## src/rtl/ccg_pkg.sv

```systemverilog
// Core count governor package: beat types, register map, sequencer and action codes.
// Shared by the governor top level and its port checker; no dependencies.
`timescale 1ns / 1ps
`default_nettype none

package ccg_pkg;

    // Core pool and field widths
    localparam int MAX_CORES = 16;
    localparam int CNT_W     = 5;
    localparam int MASK_W    = 16;
    localparam int FIELD_W   = 24;
    localparam int RATIO_W   = 8;
    localparam int STEP_W    = 5;
    localparam int HOLD_W    = 4;
    localparam int ACT_W     = 3;

    // Q24.8 quotients and the widths of the policy arithmetic
    localparam int FRAC_W  = 8;
    localparam int Q_W     = FIELD_W + FRAC_W;
    localparam int SUM_W   = Q_W + 1;
    localparam int LEN_W   = Q_W + FRAC_W;
    localparam int PROD_W  = SUM_W + RATIO_W;
    localparam int MULT_W  = PROD_W + RATIO_W;

    // Shared divider: quotient bits retired per cycle
    localparam int DIV_BITS = 4;
    localparam int DIV_ITER = Q_W / DIV_BITS;
    localparam int ITER_W   = $clog2(DIV_ITER);

    // APB register map
    localparam int DATA_W  = 32;
    localparam int ADDR_W  = 5;
    localparam int IDX_W   = ADDR_W - 2;

    typedef enum logic [IDX_W-1:0] {
        REG_IDLE_FILL   = 3'd0,
        REG_BURST_LEN   = 3'd1,
        REG_GROW_MANY   = 3'd2,
        REG_GROW_ONE    = 3'd3,
        REG_SHRINK      = 3'd4,
        REG_GROW_STEP   = 3'd5,
        REG_HOLD_ROUNDS = 3'd6
    } cfg_idx_t;

    localparam logic [FIELD_W-1:0] RST_IDLE_FILL   = 24'd4000;
    localparam logic [FIELD_W-1:0] RST_BURST_LEN   = 24'd1000;
    localparam logic [RATIO_W-1:0] RST_GROW_MANY   = 8'd230;
    localparam logic [RATIO_W-1:0] RST_GROW_ONE    = 8'd205;
    localparam logic [RATIO_W-1:0] RST_SHRINK      = 8'd179;
    localparam logic [STEP_W-1:0]  RST_GROW_STEP   = 5'd4;
    localparam logic [HOLD_W-1:0]  RST_HOLD_ROUNDS = 4'd3;
    localparam logic [HOLD_W-1:0]  RST_HOLD_COUNT  = 4'd1;

    // Sequencer states
    typedef enum logic [4:0] {
        ST_IDLE   = 5'b00001,
        ST_DIV    = 5'b00010,
        ST_SUM    = 5'b00100,
        ST_MUL    = 5'b01000,
        ST_DECIDE = 5'b10000
    } state_t;

    // Division in flight
    typedef enum logic [1:0] {
        DIV_IDLE  = 2'd0,
        DIV_LEN   = 2'd1,
        DIV_GRAIN = 2'd2
    } div_sel_t;

    // Multiply/compare step in flight
    typedef enum logic [1:0] {
        MUL_MANY = 2'd0,
        MUL_ONE  = 2'd1,
        MUL_SHR  = 2'd2,
        MUL_CNT  = 2'd3
    } mul_op_t;

    // Decision taken for a period
    typedef enum logic [ACT_W-1:0] {
        ACT_HOLD   = 3'd0,
        ACT_MAX    = 3'd1,
        ACT_STEP   = 3'd2,
        ACT_ONE    = 3'd3,
        ACT_SHRINK = 3'd4
    } action_t;

    typedef struct packed {
        logic [FIELD_W-1:0] filler_time_us;
        logic [FIELD_W-1:0] filler_switches;
        logic [FIELD_W-1:0] app_time_us;
        logic [FIELD_W-1:0] total_switches;
    } in_beat_t;

    typedef struct packed {
        logic [CNT_W-1:0]  active_cores;
        logic [MASK_W-1:0] core_mask;
        logic [ACT_W-1:0]  action;
    } out_beat_t;

endpackage

`default_nettype wire

```

## src/rtl/core_count_governor.sv

```systemverilog
// Core count governor top level: shared restoring divider, shared multiplier and policy.
// Depends on ccg_pkg for types, widths, register map and codes.
//
//  channel | ports                                   | moves
//  --------+-----------------------------------------+-------------------------------
//  s_      | s_valid, s_ready, s_data                | one sampling period's deltas
//  m_      | m_valid, m_ready, m_data                | core count, mask and action
//  apb     | psel, penable, pwrite, paddr, pwdata,   | policy registers, 4-byte stride
//          | prdata, pready                          |
//
// An item passes through the shared divider (three Q24.8 quotients, 4 quotient bits per
// cycle), the sum, four steps through the shared multiplier/comparator, the decision and
// an idle state in which s_ready is high together with the result.
// Reset (aresetn low, synchronous) restores the policy registers, 16 cores and a countdown of one.
// A stalled result holds in the output register; the decision waits while it is full.
`timescale 1ns / 1ps
`default_nettype none

module core_count_governor (
    input  logic                           aclk,
    input  logic                           aresetn,
    input  logic                           s_valid,
    output logic                           s_ready,
    input  ccg_pkg::in_beat_t              s_data,
    output logic                           m_valid,
    input  logic                           m_ready,
    output ccg_pkg::out_beat_t             m_data,
    input  logic                           psel,
    input  logic                           penable,
    input  logic                           pwrite,
    input  logic [ccg_pkg::ADDR_W-1:0]     paddr,
    input  logic [ccg_pkg::DATA_W-1:0]     pwdata,
    output logic [ccg_pkg::DATA_W-1:0]     prdata,
    output logic                           pready
);

    // Policy registers
    logic [ccg_pkg::FIELD_W-1:0] idle_fill_reg;
    logic [ccg_pkg::FIELD_W-1:0] burst_len_reg;
    logic [ccg_pkg::RATIO_W-1:0] grow_many_reg;
    logic [ccg_pkg::RATIO_W-1:0] grow_one_reg;
    logic [ccg_pkg::RATIO_W-1:0] shrink_reg;
    logic [ccg_pkg::STEP_W-1:0]  grow_step_reg;
    logic [ccg_pkg::HOLD_W-1:0]  hold_rounds_reg;

    logic                        cfg_wr;
    ccg_pkg::cfg_idx_t           cfg_idx;

    // Sequencer and governor state
    ccg_pkg::state_t             state_reg;
    ccg_pkg::state_t             state_next;
    logic [ccg_pkg::CNT_W-1:0]   core_count_reg;
    logic [ccg_pkg::CNT_W-1:0]   core_count_next;
    logic [ccg_pkg::HOLD_W-1:0]  hold_count_reg;
    logic [ccg_pkg::HOLD_W-1:0]  hold_count_next;
    logic                        m_valid_reg;
    logic                        m_valid_next;
    ccg_pkg::out_beat_t          m_data_reg;
    ccg_pkg::out_beat_t          m_data_next;

    // Datapath registers
    ccg_pkg::in_beat_t           in_reg;
    ccg_pkg::div_sel_t           div_sel_reg;
    ccg_pkg::mul_op_t            mul_op_reg;
    logic [ccg_pkg::ITER_W-1:0]  iter_reg;
    logic [ccg_pkg::FIELD_W-1:0] rem_reg;
    logic [ccg_pkg::Q_W-1:0]     quo_reg;
    logic [ccg_pkg::Q_W-1:0]     idle_reg;
    logic [ccg_pkg::Q_W-1:0]     len_reg;
    logic [ccg_pkg::Q_W-1:0]     grain_reg;
    logic [ccg_pkg::SUM_W-1:0]   sum_reg;
    logic [ccg_pkg::PROD_W-1:0]  prod_reg;
    logic                        many_gt_reg;
    logic                        one_gt_reg;
    logic                        shrink_lt_reg;

    // Combinational helpers
    logic                        in_fire;
    logic                        out_free;
    logic                        decide_fire;
    logic                        div_last;
    logic [ccg_pkg::FIELD_W-1:0] div_den;
    logic [ccg_pkg::FIELD_W:0]   div_trial;
    logic [ccg_pkg::FIELD_W-1:0] div_rem;
    logic [ccg_pkg::Q_W-1:0]     div_quo;
    logic                        few_fs;
    logic                        app_idle;
    logic                        no_diff;
    logic [ccg_pkg::PROD_W-1:0]  mul_a;
    logic [ccg_pkg::RATIO_W-1:0] mul_b;
    logic [ccg_pkg::MULT_W-1:0]  mul_p;
    logic [ccg_pkg::MULT_W-1:0]  len_ext;
    logic [ccg_pkg::CNT_W-1:0]   cnt_less;
    logic                        burst;
    logic                        at_max;
    logic [ccg_pkg::CNT_W:0]     grow_sum;
    logic [ccg_pkg::CNT_W-1:0]   step_count;
    ccg_pkg::action_t            dec_action;
    logic [ccg_pkg::MASK_W:0]    mask_wide;

    localparam logic [ccg_pkg::ITER_W-1:0] ITER_LAST = ccg_pkg::ITER_W'(ccg_pkg::DIV_ITER - 1);
    localparam logic [ccg_pkg::CNT_W-1:0]  CNT_MAX   = ccg_pkg::CNT_W'(ccg_pkg::MAX_CORES);
    localparam logic [ccg_pkg::CNT_W-1:0]  CNT_ONE   = ccg_pkg::CNT_W'(1);

    assign s_ready     = (state_reg == ccg_pkg::ST_IDLE);
    assign in_fire     = s_valid && s_ready;
    assign out_free    = !m_valid_reg || m_ready;
    assign decide_fire = (state_reg == ccg_pkg::ST_DECIDE) && out_free;
    assign div_last    = (iter_reg == ITER_LAST);
    assign m_valid     = m_valid_reg;
    assign m_data      = m_data_reg;
    assign pready      = 1'b1;

    // Decode APB writes
    assign cfg_wr  = psel && penable && pwrite;
    assign cfg_idx = ccg_pkg::cfg_idx_t'(paddr[ccg_pkg::ADDR_W-1:2]);

    // Read back the policy registers
    always_comb begin
        prdata = '0;
        unique case (cfg_idx)
            ccg_pkg::REG_IDLE_FILL:   prdata = ccg_pkg::DATA_W'(idle_fill_reg);
            ccg_pkg::REG_BURST_LEN:   prdata = ccg_pkg::DATA_W'(burst_len_reg);
            ccg_pkg::REG_GROW_MANY:   prdata = ccg_pkg::DATA_W'(grow_many_reg);
            ccg_pkg::REG_GROW_ONE:    prdata = ccg_pkg::DATA_W'(grow_one_reg);
            ccg_pkg::REG_SHRINK:      prdata = ccg_pkg::DATA_W'(shrink_reg);
            ccg_pkg::REG_GROW_STEP:   prdata = ccg_pkg::DATA_W'(grow_step_reg);
            ccg_pkg::REG_HOLD_ROUNDS: prdata = ccg_pkg::DATA_W'(hold_rounds_reg);
            default:                  prdata = '0;
        endcase
    end

    // Special cases of the period
    assign few_fs   = in_reg.filler_switches < ccg_pkg::FIELD_W'(core_count_reg);
    assign app_idle = in_reg.app_time_us <= in_reg.filler_time_us;
    assign no_diff  = in_reg.total_switches <= in_reg.filler_switches;

    // Shared restoring divider: retire DIV_BITS quotient bits; a zero divisor gives all ones
    always_comb begin
        div_den = in_reg.filler_switches;
        if (div_sel_reg == ccg_pkg::DIV_GRAIN) begin
            div_den = in_reg.total_switches - in_reg.filler_switches;
        end
        div_rem   = rem_reg;
        div_quo   = quo_reg;
        div_trial = '0;
        for (int i = 0; i < ccg_pkg::DIV_BITS; i++) begin
            div_trial = {div_rem, div_quo[ccg_pkg::Q_W-1]};
            div_quo   = {div_quo[ccg_pkg::Q_W-2:0], 1'b0};
            if (div_trial >= {1'b0, div_den}) begin
                div_rem    = ccg_pkg::FIELD_W'(div_trial - {1'b0, div_den});
                div_quo[0] = 1'b1;
            end else begin
                div_rem = div_trial[ccg_pkg::FIELD_W-1:0];
            end
        end
    end

    // Shared multiplier: ratio times sum, then shrink product times count less one
    assign cnt_less = core_count_reg - CNT_ONE;
    assign len_ext  = ccg_pkg::MULT_W'({len_reg, {ccg_pkg::FRAC_W{1'b0}}});

    always_comb begin
        mul_a = ccg_pkg::PROD_W'(sum_reg);
        mul_b = grow_many_reg;
        unique case (mul_op_reg)
            ccg_pkg::MUL_MANY: mul_b = grow_many_reg;
            ccg_pkg::MUL_ONE:  mul_b = grow_one_reg;
            ccg_pkg::MUL_SHR:  mul_b = shrink_reg;
            ccg_pkg::MUL_CNT: begin
                mul_a = prod_reg;
                mul_b = {{(ccg_pkg::RATIO_W - ccg_pkg::CNT_W){1'b0}}, cnt_less};
            end
            default:           mul_b = grow_many_reg;
        endcase
        mul_p = ccg_pkg::MULT_W'(mul_a) * ccg_pkg::MULT_W'(mul_b);
    end

    // Decide the new core count, countdown and action
    assign burst    = len_reg > {burst_len_reg, {ccg_pkg::FRAC_W{1'b0}}};
    assign at_max   = core_count_reg >= CNT_MAX;
    assign grow_sum = {1'b0, core_count_reg} + {1'b0, grow_step_reg};
    assign step_count = (grow_sum > {1'b0, CNT_MAX}) ? CNT_MAX
                                                     : grow_sum[ccg_pkg::CNT_W-1:0];

    always_comb begin
        core_count_next = core_count_reg;
        hold_count_next = hold_count_reg;
        dec_action      = ccg_pkg::ACT_HOLD;
        priority if (burst) begin
            core_count_next = CNT_MAX;
            hold_count_next = hold_rounds_reg;
            dec_action      = ccg_pkg::ACT_MAX;
        end else if (many_gt_reg && !at_max) begin
            core_count_next = step_count;
            hold_count_next = hold_rounds_reg;
            dec_action      = ccg_pkg::ACT_STEP;
        end else if (one_gt_reg && !at_max) begin
            core_count_next = core_count_reg + CNT_ONE;
            dec_action      = ccg_pkg::ACT_ONE;
        end else if (grain_reg > idle_reg) begin
            dec_action      = ccg_pkg::ACT_HOLD;
        end else if (core_count_reg > CNT_ONE && shrink_lt_reg) begin
            if (hold_count_reg == '0) begin
                core_count_next = cnt_less;
                dec_action      = ccg_pkg::ACT_SHRINK;
            end else begin
                hold_count_next = hold_count_reg - ccg_pkg::HOLD_W'(1);
            end
        end else begin
            dec_action      = ccg_pkg::ACT_HOLD;
        end
    end

    // Build the result beat; a full pool sets every mask bit
    always_comb begin
        mask_wide = ((ccg_pkg::MASK_W + 1)'(1) << core_count_next) - (ccg_pkg::MASK_W + 1)'(1);
        m_data_next.active_cores = core_count_next;
        m_data_next.action       = dec_action;
        if (core_count_next >= ccg_pkg::CNT_W'(ccg_pkg::MASK_W)) begin
            m_data_next.core_mask = '1;
        end else begin
            m_data_next.core_mask = mask_wide[ccg_pkg::MASK_W-1:0];
        end
    end

    // Sequence one item through divide, sum, multiply and decide
    always_comb begin
        state_next = state_reg;
        unique case (state_reg)
            ccg_pkg::ST_IDLE:   if (s_valid) state_next = ccg_pkg::ST_DIV;
            ccg_pkg::ST_DIV:    if (div_last && div_sel_reg == ccg_pkg::DIV_GRAIN) begin
                                    state_next = ccg_pkg::ST_SUM;
                                end
            ccg_pkg::ST_SUM:    state_next = ccg_pkg::ST_MUL;
            ccg_pkg::ST_MUL:    if (mul_op_reg == ccg_pkg::MUL_CNT) state_next = ccg_pkg::ST_DECIDE;
            ccg_pkg::ST_DECIDE: if (out_free) state_next = ccg_pkg::ST_IDLE;
            default:            state_next = ccg_pkg::ST_IDLE;
        endcase
    end

    // Hold the result until taken
    always_comb begin
        m_valid_next = m_valid_reg && !m_ready;
        if (decide_fire) begin
            m_valid_next = 1'b1;
        end
    end

    // Control state and policy registers
    always_ff @(posedge aclk) begin
        if (!aresetn) begin
            state_reg       <= ccg_pkg::ST_IDLE;
            m_valid_reg     <= 1'b0;
            core_count_reg  <= CNT_MAX;
            hold_count_reg  <= ccg_pkg::RST_HOLD_COUNT;
            idle_fill_reg   <= ccg_pkg::RST_IDLE_FILL;
            burst_len_reg   <= ccg_pkg::RST_BURST_LEN;
            grow_many_reg   <= ccg_pkg::RST_GROW_MANY;
            grow_one_reg    <= ccg_pkg::RST_GROW_ONE;
            shrink_reg      <= ccg_pkg::RST_SHRINK;
            grow_step_reg   <= ccg_pkg::RST_GROW_STEP;
            hold_rounds_reg <= ccg_pkg::RST_HOLD_ROUNDS;
        end else begin
            state_reg   <= state_next;
            m_valid_reg <= m_valid_next;
            if (decide_fire) begin
                core_count_reg <= core_count_next;
                hold_count_reg <= hold_count_next;
            end
            if (cfg_wr) begin
                unique case (cfg_idx)
                    ccg_pkg::REG_IDLE_FILL:   idle_fill_reg   <= pwdata[ccg_pkg::FIELD_W-1:0];
                    ccg_pkg::REG_BURST_LEN:   burst_len_reg   <= pwdata[ccg_pkg::FIELD_W-1:0];
                    ccg_pkg::REG_GROW_MANY:   grow_many_reg   <= pwdata[ccg_pkg::RATIO_W-1:0];
                    ccg_pkg::REG_GROW_ONE:    grow_one_reg    <= pwdata[ccg_pkg::RATIO_W-1:0];
                    ccg_pkg::REG_SHRINK:      shrink_reg      <= pwdata[ccg_pkg::RATIO_W-1:0];
                    ccg_pkg::REG_GROW_STEP:   grow_step_reg   <= pwdata[ccg_pkg::STEP_W-1:0];
                    ccg_pkg::REG_HOLD_ROUNDS: hold_rounds_reg <= pwdata[ccg_pkg::HOLD_W-1:0];
                    default: ;
                endcase
            end
        end
    end

    // Datapath registers
    always_ff @(posedge aclk) begin
        // Capture the beat and start the idle grain division
        if (in_fire) begin
            in_reg      <= s_data;
            div_sel_reg <= ccg_pkg::DIV_IDLE;
            iter_reg    <= '0;
            rem_reg     <= '0;
            quo_reg     <= {s_data.filler_time_us, {ccg_pkg::FRAC_W{1'b0}}};
        end

        // Advance the divider; store each quotient with its special cases applied
        if (state_reg == ccg_pkg::ST_DIV) begin
            iter_reg <= iter_reg + ccg_pkg::ITER_W'(1);
            if (div_last) begin
                rem_reg <= '0;
                quo_reg <= {in_reg.app_time_us, {ccg_pkg::FRAC_W{1'b0}}};
                unique case (div_sel_reg)
                    ccg_pkg::DIV_IDLE: begin
                        idle_reg    <= few_fs ? {idle_fill_reg, {ccg_pkg::FRAC_W{1'b0}}}
                                          : div_quo;
                        div_sel_reg <= ccg_pkg::DIV_LEN;
                    end
                    ccg_pkg::DIV_LEN: begin
                        len_reg     <= app_idle ? '0 : div_quo;
                        div_sel_reg <= ccg_pkg::DIV_GRAIN;
                    end
                    ccg_pkg::DIV_GRAIN: begin
                        priority if (app_idle) begin
                            grain_reg <= '0;
                        end else if (no_diff) begin
                            grain_reg <= '1;
                        end else begin
                            grain_reg <= div_quo;
                        end
                    end
                    default: ;
                endcase
            end else begin
                rem_reg <= div_rem;
                quo_reg <= div_quo;
            end
        end

        // Form compute length plus idle grain
        if (state_reg == ccg_pkg::ST_SUM) begin
            sum_reg    <= ccg_pkg::SUM_W'(len_reg) + ccg_pkg::SUM_W'(idle_reg);
            mul_op_reg <= ccg_pkg::MUL_MANY;
        end

        // Step the multiplier through the three ratio tests
        if (state_reg == ccg_pkg::ST_MUL) begin
            unique case (mul_op_reg)
                ccg_pkg::MUL_MANY: begin
                    many_gt_reg <= len_ext > mul_p;
                    mul_op_reg  <= ccg_pkg::MUL_ONE;
                end
                ccg_pkg::MUL_ONE: begin
                    one_gt_reg <= len_ext > mul_p;
                    mul_op_reg <= ccg_pkg::MUL_SHR;
                end
                ccg_pkg::MUL_SHR: begin
                    prod_reg   <= mul_p[ccg_pkg::PROD_W-1:0];
                    mul_op_reg <= ccg_pkg::MUL_CNT;
                end
                ccg_pkg::MUL_CNT: begin
                    shrink_lt_reg <= len_ext < mul_p;
                end
                default: ;
            endcase
        end

        // Load the result beat
        if (decide_fire) begin
            m_data_reg <= m_data_next;
        end
    end

endmodule

`default_nettype wire

```

## config.mk

```make
export PLATFORM = sky130hd
export DESIGN_NAME = core_count_governor
export DESIGN_NICKNAME = d
export VERILOG_FILES = /design/src/rtl/ccg_pkg.sv /design/src/rtl/core_count_governor.sv
export SDC_FILE = /design/constraint.sdc
export NUM_CORES = 2
export LEC_CHECK = 0
export BUFFER_PORTS_ARGS = -buffer_cell sky130_fd_sc_hd__buf_2
export CAP_MARGIN = 20
export CELL_PAD_IN_SITES_DETAIL_PLACEMENT = 0
export CELL_PAD_IN_SITES_GLOBAL_PLACEMENT = 1
export CORE_ASPECT_RATIO = 0.5
export CORE_MARGIN = 5
export CORE_UTILIZATION = 35
export DETAILED_ROUTE_END_ITERATION = 12
export PLACE_DENSITY = 0.62
export SYNTH_ARGS = -nofsm -noshare
export SYNTH_HDL_FRONTEND = slang
export SYNTH_SLANG_ARGS = --single-unit
```

## constraint.sdc

```tcl
create_clock -name aclk -period 42.5 [get_ports aclk]
set_input_delay 2.125 -clock aclk [delete_from_list [all_inputs] [get_ports aclk]]
set_output_delay 2.125 -clock aclk [all_outputs]
set_load 0.01 [all_outputs]
```

# After elaboration in Yosys (flattened, before gate mapping)
# Index checks and enable logic that the tools add are counted.
[op_classes] add_sub_neg=12 multipliers=1 n_lt_le_gt_ge=15 n_eq_ne=24 n_shift=1 mux=53 bitwise=1 n_reduce_logical=36
[op_table] op="two-way mux 24 bit" n=8
[op_table] op="one-hot mux 24 bit (7 select lines)" n=1
[op_table] op="two-way mux 32 bit" n=5
[op_table] op="subtractor 24 bit" n=5
[op_table] op=">= comparator 25 x 24 -> 1 bit" n=4
[op_table] op="greater-than comparator 32 bit" n=2
[op_table] op="two-way mux 5 bit" n=11
[op_table] op="greater-than comparator 40 x 49 -> 1 bit" n=1
[op_table] op="< comparator 40 x 49 -> 1 bit" n=1
[op_table] op="multiplier 41 x 8 -> 49 bit" n=1
[op_table] op="<= comparator 24 bit" n=2
[op_table] op="two-way mux 41 bit" n=1
[op_table] op="adder 32 x 32 -> 33 bit" n=1
[op_table] op="one-hot mux 8 bit (4 select lines)" n=1
[op_table] op="one-hot mux 5 bit (5 select lines)" n=1
[op_table] op="< comparator 24 x 5 -> 1 bit" n=1
[op_table] op="two-way mux 4 bit" n=6
[op_table] op="AND reduction 2 bit" n=11
[op_table] op="two-way mux 2 bit" n=9
[op_table] op="<< shifter 1 x 5 -> 16 bit (first input constant)" n=1
[op_table] op="subtractor 16 x 2 -> 16 bit (second input constant)" n=1
[op_table] op="== test 3 bit (second input constant)" n=4
[op_table] op=">= comparator 5 bit (second input constant)" n=2
[op_table] op="logical AND 1 bit" n=9
[op_table] op="34 further kinds" n=54
[totals] reg_bits=452 inputBits=140 output_inout_bits=59 wordCells=176

# Depth between registers and ports, before layout
[logic_depth] depth_word=12 mapped_depth=79 depth_no_buf=74

# Least setup slack after synthesis
# No wires, ideal clock.
[synth_path] path_kind="reg-to-reg" startpoint="register in_reg[48] (netlist name)" endpoint="register rem_reg[0] (netlist name) (data pin)" setup_ps=256 arrival_time_ps=14298 required_ps=42244 setup_slack_ps=27946 path_stages_with_launch=75 synth_period_minus_slack_ps=14554 cell_sequence="edfxtp_1 ha_1 fa_1 nand2b_1 a21oi_1 nor3_1 o21a_1 o21ai_0 and2_1 o21ai_0 nand2b_1 a21oi_1 nor2_1 nor2_1 xnor2_1 a21oi_1 ha_1 a21oi_1 [39 not listed] ha_1 nor2b_1 o21ai_0 a21boi_0 o21ai_0 a21boi_0 o21ai_0 a21oi_1 o41ai_1 o211ai_1 a31o_2 a21o_1 a21o_1 o311ai_4 o21a_4 buf_6 nand2_4 o211a_1"
[synth_via] elab_chain_cells=12 elab_cells_between_ends=16
[synth_lines] element="start, declared" line="core_count_governor.sv:62" text="ccg_pkg::in_beat_t in_reg;"
[synth_lines] element="start signal, assigned" line="core_count_governor.sv:290" text="in_reg <= s_data;"
[synth_lines] element="subtractor 24 bit" line="core_count_governor.sv:142" text="div_den = in_reg.total_switches - in_reg.filler_switches;"
[synth_lines] element="two-way mux 24 bit (*)" line="core_count_governor.sv:141" text="if (div_sel_reg == ccg_pkg::DIV_GRAIN) begin"
[synth_lines] element="subtractor 24 bit or >= comparator 25 x 24 -> 1 bit (tied branches)" line="core_count_governor.sv:151, core_count_governor.sv:150"
[synth_lines] element="two-way mux 24 bit" line="core_count_governor.sv:150" text="if (div_trial >= {1'b0, div_den}) begin"
[synth_lines] element="subtractor 24 bit or >= comparator 25 x 24 -> 1 bit (tied branches)" line="core_count_governor.sv:151, core_count_governor.sv:150"
[synth_lines] element="two-way mux 24 bit" line="core_count_governor.sv:150"
[synth_lines] element="subtractor 24 bit or >= comparator 25 x 24 -> 1 bit (tied branches)" line="core_count_governor.sv:151, core_count_governor.sv:150"
[synth_lines] element="two-way mux 24 bit" line="core_count_governor.sv:150"
[synth_lines] element=">= comparator 25 x 24 -> 1 bit" line="core_count_governor.sv:150"
[synth_lines] element="two-way mux 24 bit (*)" line="core_count_governor.sv:150"
[synth_lines] element="two-way mux 24 bit (*)" line="core_count_governor.sv:300" text="if (div_last) begin"
[synth_lines] element="two-way mux 24 bit (*)" line="core_count_governor.sv:298" text="if (state_reg == ccg_pkg::ST_DIV) begin"
[synth_lines] element="end signal, assigned" line="core_count_governor.sv:325" text="rem_reg <= div_rem;"
[synth_lines] element="end, declared" line="core_count_governor.sv:66" text="logic [ccg_pkg::FIELD_W-1:0] rem_reg;"
# Every way passes the cells marked *; elsewhere a longest branch is shown, timed or not.
# A chain may end at the register's enable or synchronous reset.

# Worst setup path after layout
[layout_path] startpoint="register in_reg[48] (netlist name)" endpoint="register rem_reg[20] (netlist name) (data pin)"
[layout_via] elab_chain_cells=12 elab_cells_between_ends=16
[layout_lines] element="subtractor 24 bit" line="core_count_governor.sv:142"
[layout_lines] element="two-way mux 24 bit (*)" line="core_count_governor.sv:141"
[layout_lines] element="subtractor 24 bit or >= comparator 25 x 24 -> 1 bit (tied branches)" line="core_count_governor.sv:151, core_count_governor.sv:150"
[layout_lines] element="two-way mux 24 bit" line="core_count_governor.sv:150"
[layout_lines] element="subtractor 24 bit or >= comparator 25 x 24 -> 1 bit (tied branches)" line="core_count_governor.sv:151, core_count_governor.sv:150"
[layout_lines] element="two-way mux 24 bit" line="core_count_governor.sv:150"
[layout_lines] element="subtractor 24 bit or >= comparator 25 x 24 -> 1 bit (tied branches)" line="core_count_governor.sv:151, core_count_governor.sv:150"
[layout_lines] element="two-way mux 24 bit" line="core_count_governor.sv:150"
[layout_lines] element="subtractor 24 bit or >= comparator 25 x 24 -> 1 bit (tied branches)" line="core_count_governor.sv:151, core_count_governor.sv:150"
[layout_lines] element="two-way mux 24 bit (*)" line="core_count_governor.sv:150"
[layout_lines] element="two-way mux 24 bit (*)" line="core_count_governor.sv:300"
[layout_lines] element="two-way mux 24 bit (*)" line="core_count_governor.sv:298"
# Marks and branches as above.

==> impl_metrics.json <==
{
  "postCtsSetupRepairBufs": 0,
  "netlist.top_cell.by_area": "edfxtp_1",
  "wl_per_cell_um": 20.2,
  "dp_hpwl_mm": 93.7,
  "crit_slowest_cell": "o41ai_1",
  "core_um2": 112000,
  "synth-main-ff-cell": "edfxtp_1",
  "antenna_left": 0,
  "synth_top_area_share_pct": 26.8,
  "cts.path.max_buffers": 3,
  "multi_input_area_um2": 24500,
  "wl_mm": 120,
  "post-synth-top-count-cell": "nand2_1",
  "finalCritPeriodShare_pct": 42.4,
  "place_ws_ns": 24.56,
  "timing_hold_violations_final": 0,
  "synthXorXnorAreaFrac_pct": 3.60,
  "synthDistinctLibCells": 98,
  "crit_fanout": 35,
  "clk_pin_slew_ns": 0.06,
  "start_kind": "register",
  "layout-drive-gt1-share_pct": 9.69,
  "leakagePower_nw": 19.1,
  "tns_ns": 0,
  "setup_violations": 0,
  "drv_slew": 0,
  "initial_utilization_pct": 35.1,
  "synth-simple-area-share_pct": 16.2,
  "grt_pass1_wl_mm": 186,
  "netlist_area_um2": 39400,
  "synth_edf_count": 352,
  "rsz0062_at_grt": "no",
  "vdd_drop_max_uv": 131,
  "ios": 199,
  "synth.area.top_cells": "edfxtp_1 27%, fa_1 12%, ha_1 11%",
  "ys_warn_count": 0,
  "cp.required_ns": 42.86,
  "die_h_um": 247,
  "regArea_um2": 12600,
  "ys_ff_latch": 452,
  "tightest_slew_ns": 0.984,
  "cts-buffers-inserted": 48,
  "crit_type": "register to register",
  "drtIter0Drc": 2179,
  "antenna_found_initial": 10,
  "avgSynthCellArea_um2": 9.24,
  "maxSlewHeadroom_pct": 34.4,
  "portBuffers": 179,
  "synth_top_family_by_area": "adder cells",
  "crit_family": "compound AO/OA/AOI/OAI gates",
  "cts.sinks": 452,
  "drv_cap": 0,
  "h-tree-depth": 2,
  "fill_cells": 11276,
  "synth_compound_area_share_pct": 14.6,
  "grt_max_degree": 96,
  "die_area_um2": 120000,
  "num_rows": 87,
  "cts-resized-gates": 0,
  "vias": 30921,
  "finalClockSkew_ns": 0.0219,
  "root_buffer": "clkbuf_16",
  "critPathMaxStageDelay_ns": 0.80,
  "cp-end-kind": "register",
  "die_x_um": 484,
  "routabilityCongestion": 0.862,
  "status": "finished, final reports clean",
  "async_flop_share_pct": 0,
  "syn2layout_area_growth_pct": 11.2,
  "max_freq_mhz": 55.5,
  "cp.buffers_inverters": 3,
  "netlist_instances": 4260,
  "synth_common_cells": "625 x nand2_1, 477 x inv_1, 352 x edfxtp_1",
  "hold_path_class": "register to register",
  "cts_tree": "built",
  "p_per_area_nw_per_um2": 55.6,
  "largest_reg_flops": 96,
  "fin_ws_ns": 24.48,
  "globalRouteOverflowTotal": 0,
  "worstPathArrival_ns": 18.38,
  "fin_util_pct": 39.0,
  "grt_pass1_vias": 31199,
  "yosys-mux-area-fraction_pct": 4.01,
  "cpMostUsedCell": "o21ai_0",
  "nNetsFinal": 5117,
  "ys_seq_area_share_pct": 31.9,
  "track_usage_pct": 19.7,
  "firstDrtPassIters": 6,
  "via_per_inst": 5.20,
  "synthAdderAreaFrac_pct": 23.5,
  "drcViolationCount": 0,
  "cts_hold_buf": 0,
  "fin_crit_ns": 18.02,
  "clk_latency_ns": 0.61
}
-- worst min-delay path: stages (launching register included) --
cell and delay [ns]:
dfxtp_1 0.32, nand2_1 0.05, a21boi_0 0.06
-- power by group --
group | switching (mW) | internal, mW
logic | 0.886 | 0.554
clock network | 0.194 | 0.283
registers | 0.0135 | 0.503
total | 1.09 | 1.34
-- cell families (layout without fill, tap and decap cells) --
group                      Yosys count  after routing
AOI/OAI and AO/OA                  875            875
xor gates and xnor gates           162            162
adders and majority gates          596            596
buffers and inverters              626            784
DFF                                452            452
muxes                              146            146
other                                2             15
and+or+nand+nor                   1401           1401
-- through the flow --
step | instances | total power, mW | hold slack [ns] | area [um^2]
after global placement | 5846 | 1.92 | 0.469 | 42000
after global routing | 5943 | 2.61 | 0.506 | 43800
final | 5944 | 2.43 | 0.483 | 43800
after detailed placement | 5847 | 1.94 | 0.475 | 42000
after floorplan | 4267 | 1.59 | 0.449 | 39400
after CTS | 5937 | 2.43 | 0.484 | 43700
-- metal layers --
metal / vias up / global-route usage [%] / wire [um]
met5: - / 0 / 0
met4: 0 / 5.32 / 3320
met3: 163 / 2.26 / 5290
met2: 643 / 31.7 / 53500
met1: 15162 / 28.3 / 57900
li1: 14953 / - / -
-- area by class of cell --
| type | count | share of cell area, % |
|---|---|---|
| clock inverter | 27 | 0.889 |
| sequential | 452 | 28.7 |
| multi-input combinational | 3189 | 56.1 |
| clock buffer | 63 | 3.13 |
| timing repair buffer | 215 | 2.73 |
| antenna | 6 | 0.0343 |
| tap | 1513 | 4.32 |
| inverter | 479 | 4.11 |
-- placed cells by master (no fill, tap or decap), types with 28 or more instances in the layout --
master	instances
buf_2	179
nor2_1	295
ha_1	349
fa_1	241
xor2_1	54
buf_4	34
o21a_1	43
nor2b_1	62
and2_1	36
o21ai_0	186
nand2b_1	53
a21o_1	103
a21oi_1	230
dfxtp_1	100
edfxtp_1	352
clkbuf_16	50
xnor2_1	108
nand4_1	48
nand3_1	97
a21boi_0	58
mux2i_1	81
and3_1	28
nand2_1	623
nor3_1	55
inv_1	476
mux2_2	61
-- worst paths after layout --
check | startpoint | to | slack, ns | cells past startpoint
worst min register to register | burst_len_reg[10] | burst_len_reg[10] | 0.48 | 2
worst max register to register | in_reg[48] | rem_reg[20] | 24.48 | 70
worst max-delay path | in_reg[48] | rem_reg[20] | 24.48 | 70
worst min-delay path | burst_len_reg[10] | burst_len_reg[10] | 0.48 | 2
Power figures use the tool's default switching activity.
